File: src/rtl/core/dsdl_pkg.sv
// Package for the depth-sorted draw list: sizes, item and result codes,
// and the command and status structs between controller and datapath.
// No dependencies.
package dsdl_pkg;

  localparam int MAX_ENTRIES = 128;
  localparam int SLOT_W      = $clog2(MAX_ENTRIES);
  localparam int LINK_W      = $clog2(MAX_ENTRIES + 1);
  localparam logic [LINK_W-1:0] LINK_NULL = LINK_W'(MAX_ENTRIES);

  localparam int KEY_W  = 32;
  localparam int VERT_W = 4;
  localparam int COL_W  = 8;

  localparam logic [1:0] KIND_CLEAR  = 2'd0;
  localparam logic [1:0] KIND_INSERT = 2'd1;
  localparam logic [1:0] KIND_DRAIN  = 2'd2;

  localparam logic [1:0] ST_DONE      = 2'd0;
  localparam logic [1:0] ST_FULL      = 2'd1;
  localparam logic [1:0] ST_RETURNED  = 2'd2;
  localparam logic [1:0] ST_EXHAUSTED = 2'd3;

  typedef struct packed {
    logic       take;
    logic       clear;
    logic       ins_write;
    logic       link_head;
    logic       walk_start;
    logic       walk_next;
    logic       link_tail;
    logic       advance;
    logic       link_x;
    logic       drain_read;
    logic       drain_pick;
    logic       set_code;
    logic [1:0] code;
    logic       out_load;
  } ctrl_cmd_t;

  typedef struct packed {
    logic [1:0] kind;
    logic       full;
    logic       empty;
    logic       key_gt;
    logic       link_null;
    logic       drain_empty;
    logic       out_free;
  } dp_stat_t;

endpackage

File: src/rtl/core/dsdl_ctrl.sv
// Controller of the depth-sorted draw list: sequences clear, insert walk
// and drain over the datapath. Depends on dsdl_pkg.
module dsdl_ctrl
  import dsdl_pkg::*;
(
  input  logic      clk,
  input  logic      rst,
  input  logic      in_valid,
  output logic      in_ready,
  input  dp_stat_t  stat,
  output ctrl_cmd_t cmd
);

  typedef enum logic [7:0] {
    S_IDLE     = 8'b0000_0001,
    S_DECODE   = 8'b0000_0010,
    S_INS_HEAD = 8'b0000_0100,
    S_WALK_NX  = 8'b0000_1000,
    S_WALK_CMP = 8'b0001_0000,
    S_LINK_X   = 8'b0010_0000,
    S_DRN_LNK  = 8'b0100_0000,
    S_RESP     = 8'b1000_0000
  } state_t;

  state_t state;
  state_t state_next;

  assign in_ready = (state == S_IDLE);

  always_comb begin
    cmd        = '0;
    state_next = state;
    unique case (state)
      S_IDLE: begin
        cmd.take = in_valid;
        if (in_valid) begin
          state_next = S_DECODE;
        end
      end
      S_DECODE: begin
        unique case (stat.kind)
          KIND_CLEAR: begin
            cmd.clear  = 1'b1;
            state_next = S_RESP;
          end
          KIND_INSERT: begin
            if (stat.full) begin
              cmd.set_code = 1'b1;
              cmd.code     = ST_FULL;
              state_next   = S_RESP;
            end else begin
              cmd.ins_write = 1'b1;
              // first entry becomes the head on its own
              state_next    = stat.empty ? S_RESP : S_INS_HEAD;
            end
          end
          KIND_DRAIN: begin
            cmd.drain_read = 1'b1;
            state_next     = S_DRN_LNK;
          end
          default: begin
            state_next = S_RESP;
          end
        endcase
      end
      S_INS_HEAD: begin
        if (stat.key_gt) begin
          cmd.link_head = 1'b1;
          state_next    = S_RESP;
        end else begin
          cmd.walk_start = 1'b1;
          state_next     = S_WALK_NX;
        end
      end
      S_WALK_NX: begin
        if (stat.link_null) begin
          cmd.link_tail = 1'b1;
          state_next    = S_RESP;
        end else begin
          cmd.walk_next = 1'b1;
          state_next    = S_WALK_CMP;
        end
      end
      S_WALK_CMP: begin
        if (stat.key_gt) begin
          cmd.link_tail = 1'b1;
          state_next    = S_LINK_X;
        end else begin
          cmd.advance = 1'b1;
          state_next  = S_WALK_NX;
        end
      end
      S_LINK_X: begin
        cmd.link_x = 1'b1;
        state_next = S_RESP;
      end
      S_DRN_LNK: begin
        cmd.drain_pick = 1'b1;
        cmd.set_code   = 1'b1;
        cmd.code       = stat.drain_empty ? ST_EXHAUSTED : ST_RETURNED;
        state_next     = S_RESP;
      end
      S_RESP: begin
        if (stat.out_free) begin
          cmd.out_load = 1'b1;
          state_next   = S_IDLE;
        end
      end
      default: begin
        state_next = S_IDLE;
      end
    endcase
  end

  always_ff @(posedge clk) begin
    if (rst) begin
      state <= S_IDLE;
    end else begin
      state <= state_next;
    end
  end

  a_take_idle: assert property (@(posedge clk) disable iff (rst)
    cmd.take |=> (state == S_DECODE))
    else $error("accepted item not decoded");

  a_one_link_write: assert property (@(posedge clk) disable iff (rst)
    $countones({cmd.ins_write, cmd.link_head, cmd.link_tail, cmd.link_x}) <= 1)
    else $error("two link writes in one cycle");

  a_load_then_idle: assert property (@(posedge clk) disable iff (rst)
    cmd.out_load |=> in_ready)
    else $error("not ready after result load");

endmodule

File: config.mk
export PLATFORM = sky130hd
export DESIGN_NAME = dsdl_ctrl
export DESIGN_NICKNAME = d
export VERILOG_FILES = /design/src/rtl/core/dsdl_pkg.sv /design/src/rtl/core/dsdl_ctrl.sv
export SDC_FILE = /design/constraint.sdc
export NUM_CORES = 1
export LEC_CHECK = 0
export BUFFER_PORTS_ARGS = -buffer_cell sky130_fd_sc_hd__buf_2
export CAP_MARGIN = 0
export CORE_MARGIN = 2
export CORE_UTILIZATION = 45
export CTS_CLUSTER_SIZE = 10
export DETAILED_ROUTE_END_ITERATION = 10
export PLACE_DENSITY = 0.87
export SYNTH_ARGS = -nofsm -noshare
export SYNTH_HDL_FRONTEND = slang
export SYNTH_SLANG_ARGS = --single-unit
File: constraint.sdc
create_clock -name clk -period 1.8 [get_ports clk]
set_input_delay 0.54 -clock clk [delete_from_list [all_inputs] [get_ports clk]]
set_output_delay 0.54 -clock clk [all_outputs]
set_load 0.01 [all_outputs]
==> metrics.txt <==
Starting Density 0.477; WP data arrival 1.62 ns; clock tree sinks 8; Area after DPL 876 µm²; gr usage total 0.310; syn avg cell area roughly 8.3 µm²; Combinational Power Share 0.366; Slew Limit Headroom 0.803; Final GP Congestion 0.840; Row Count 13; Critical Path End Type primary output; Max Root-Sink Buffers 2; share of the synthesized area in the top cell type 0.258; Peak VDD IR 0.000374 V; max reg flops 8; Die X 41.1 µm; detailed placer's ending HPWL 1570 µm; layout cells sized above 1 0.630; share of synthesized registers carrying an async set or reset 0; cell mode on critical path nand2_1; worst setup margin -0.355 ns; met3 GRT Util 0.0978; Hold Path Origin stat[4]; unrepaired setup endpoints after global routing yes; Synth top cells by count dfxtp_1, nand2_1, nor2_1, o21ai_0; critical path's largest stage delay around 0.41 ns; CP startpoint state[3]$_SDFFE_PP0P_; crit-path cells or3_4 > nor4_4 > nand2_1 > nand2_1 > buf_2; Synth Flop Type dfxtp_1; Ys Warns 0; fin crit share 1.20; LEAKAGE 0.000550 µW; CTS tree done; FF+latch area 170 µm²; register bank with the most flops state; via count just under 900; Cell Int Power 355 µW; CP Class flop to primary output; Syn Inst Count 75; CP Max Fanout 3; Max Cap Viol 0; max frequency 464 MHz; final WL 2770 µm; fin. max-slew vios 0; Final Hold Viols 0; most common cell in the netlist dfxtp_1; IO Count 27; final instance area 1110 µm²; Root Driver clkbuf_4; Layout Skew between 0.009 and 0.01 ns; post-synthesis sequential area ratio 0.258; number of inserted diodes 0; post-synthesis cell type count 36; clock share of power 0.275; Fin Hold WS about 0.47 ns; Worst Tran Pin Value 0.294 ns; Clock Pin Slew Worst Setup and Hold Paths 0.05 ns; hold crit path type input pin to flop; Seq cells post-synth 8; Critical-path top delay cell or3_4; CTS H-tree lvls 1; Reg2Reg Setup Slack around 0.09 ns; largest net degree at the start of global routing 9; core box area roughly 1300 µm²; Multi-input gate area 544 µm²; Sw Ratio 0.313; Area Growth Syn to Fin 79.6%; net switching power about 160 µW; total CTS buffers 3; Post-synth EDFFs 0; Tmin final 2.16 ns; top post-synthesis cells by area dfxtp_1, ha_1, nand2_1; DR vias/cell 6.24; Crit path required time around 1.3 ns; die area approximately 1700 µm²; fill count 76; Power, Total between 500 and 600 µW; Power Density approximately 460 nW/µm²; Mapped Nets 90; met2 capacity usage during global routing 0.516; pre-CTS setup slack -0.0957 ns; antenna viol nets, final 0; PortBufs 26; first-pass GRT wire length 3340 µm; Largest regs state (8); Worst-Skew Late Latency between 0.2 and 0.3 ns; Setup-failing EPs final 16; grt total ovfl 0; met1 GRT Util 0.356; violated checks setup timing; worst reg2reg path startpoint state[3]$_SDFFE_PP0P_; crit start category flop; post-synth top area cell dfxtp_1; DRC 0; Layout Nets about 140; vias in the first global route 747; DR iter-0 viols 38; Most Crowded Layer GR met2; die extent in y a little over 40 µm; synthesized area 621 µm²; status finished with violations; Seq pwr share 0.359; Initial DRT Pass Iterations 5; WL/cell 19.5 µm; setup TNS -4.03 ns; initial antenna violation count 0
## metrics by stage
step	util	cells
after global placement	0.673	128
after global routing	0.857	142
final	0.857	142
after CTS	0.782	136
after floorplan	-	75
after detailed placement	0.673	128
## layout make-up
class                   instances  area share
multi-input cells              63       0.488
repair buffers                 49       0.309
flip-flops and latches          8       0.153
clock buffers                   3      0.0202
well taps                      15      0.0168
inverters                       4      0.0135
## worst paths after layout
| check | depth (start not counted) | to |
|---|---|---|
| setup / recovery | 5 | cmd[1] |
| hold reg to reg | 4 | state[4]$_SDFFE_PP0P_ |
| hold / removal | 2 | state[2]$_SDFFE_PP0P_ |
| setup reg to reg | 6 | state[0]$_SDFFE_PP1P_ |
## cells in the final DEF (no fill, tap or decap), types with 3 or more instances in the layout
master	n
dfxtp_2	5
inv_1	4
nand2_1	5
o21ai_0	4
ha_1	4
clkbuf_4	3
nor2_1	4
buf_4	17
buf_6	9
buf_2	23
## routing by layer
metal	vias up	routed length, µm
li1	382	-
met1	424	1070
met2	60	1280
met3	20	266
met4	0	155
met5	-	0
## critical path, delay by kind of cell (launching register included)
kind | cells | cell delay, ns
buffers and inverters | 1 | 0.14
and+or+nand+nor | 4 | 0.91
DFF | 1 | 0.32
## cell families after synthesis
logic type / Yosys count / share of synthesized area
buffers and inverters: 4 / 0.0242
and+or+nand+nor: 47 / 0.504
DFF: 8 / 0.258
AOI/OAI and AO/OA: 12 / 0.133
adders and majority gates: 4 / 0.0806
## what timing repair did
action,4_1_cts,5_1_grt
resized for setup,22,14
hold buffers,0,0
setup buffers,5,6
pin swaps,15,14
setup endpoints to repair,16,16
## power groups by stage
stage / clock [µW] / combinational, µW / sequential (µW)
after floorplan: 0 / 57.5 / 191
after global placement: 0 / 114 / 189
after detailed placement: 0 / 119 / 190
after CTS: 142 / 156 / 184
after global routing: 158 / 196 / 186
final: 142 / 189 / 185
(Power assumes the default switching activity.)
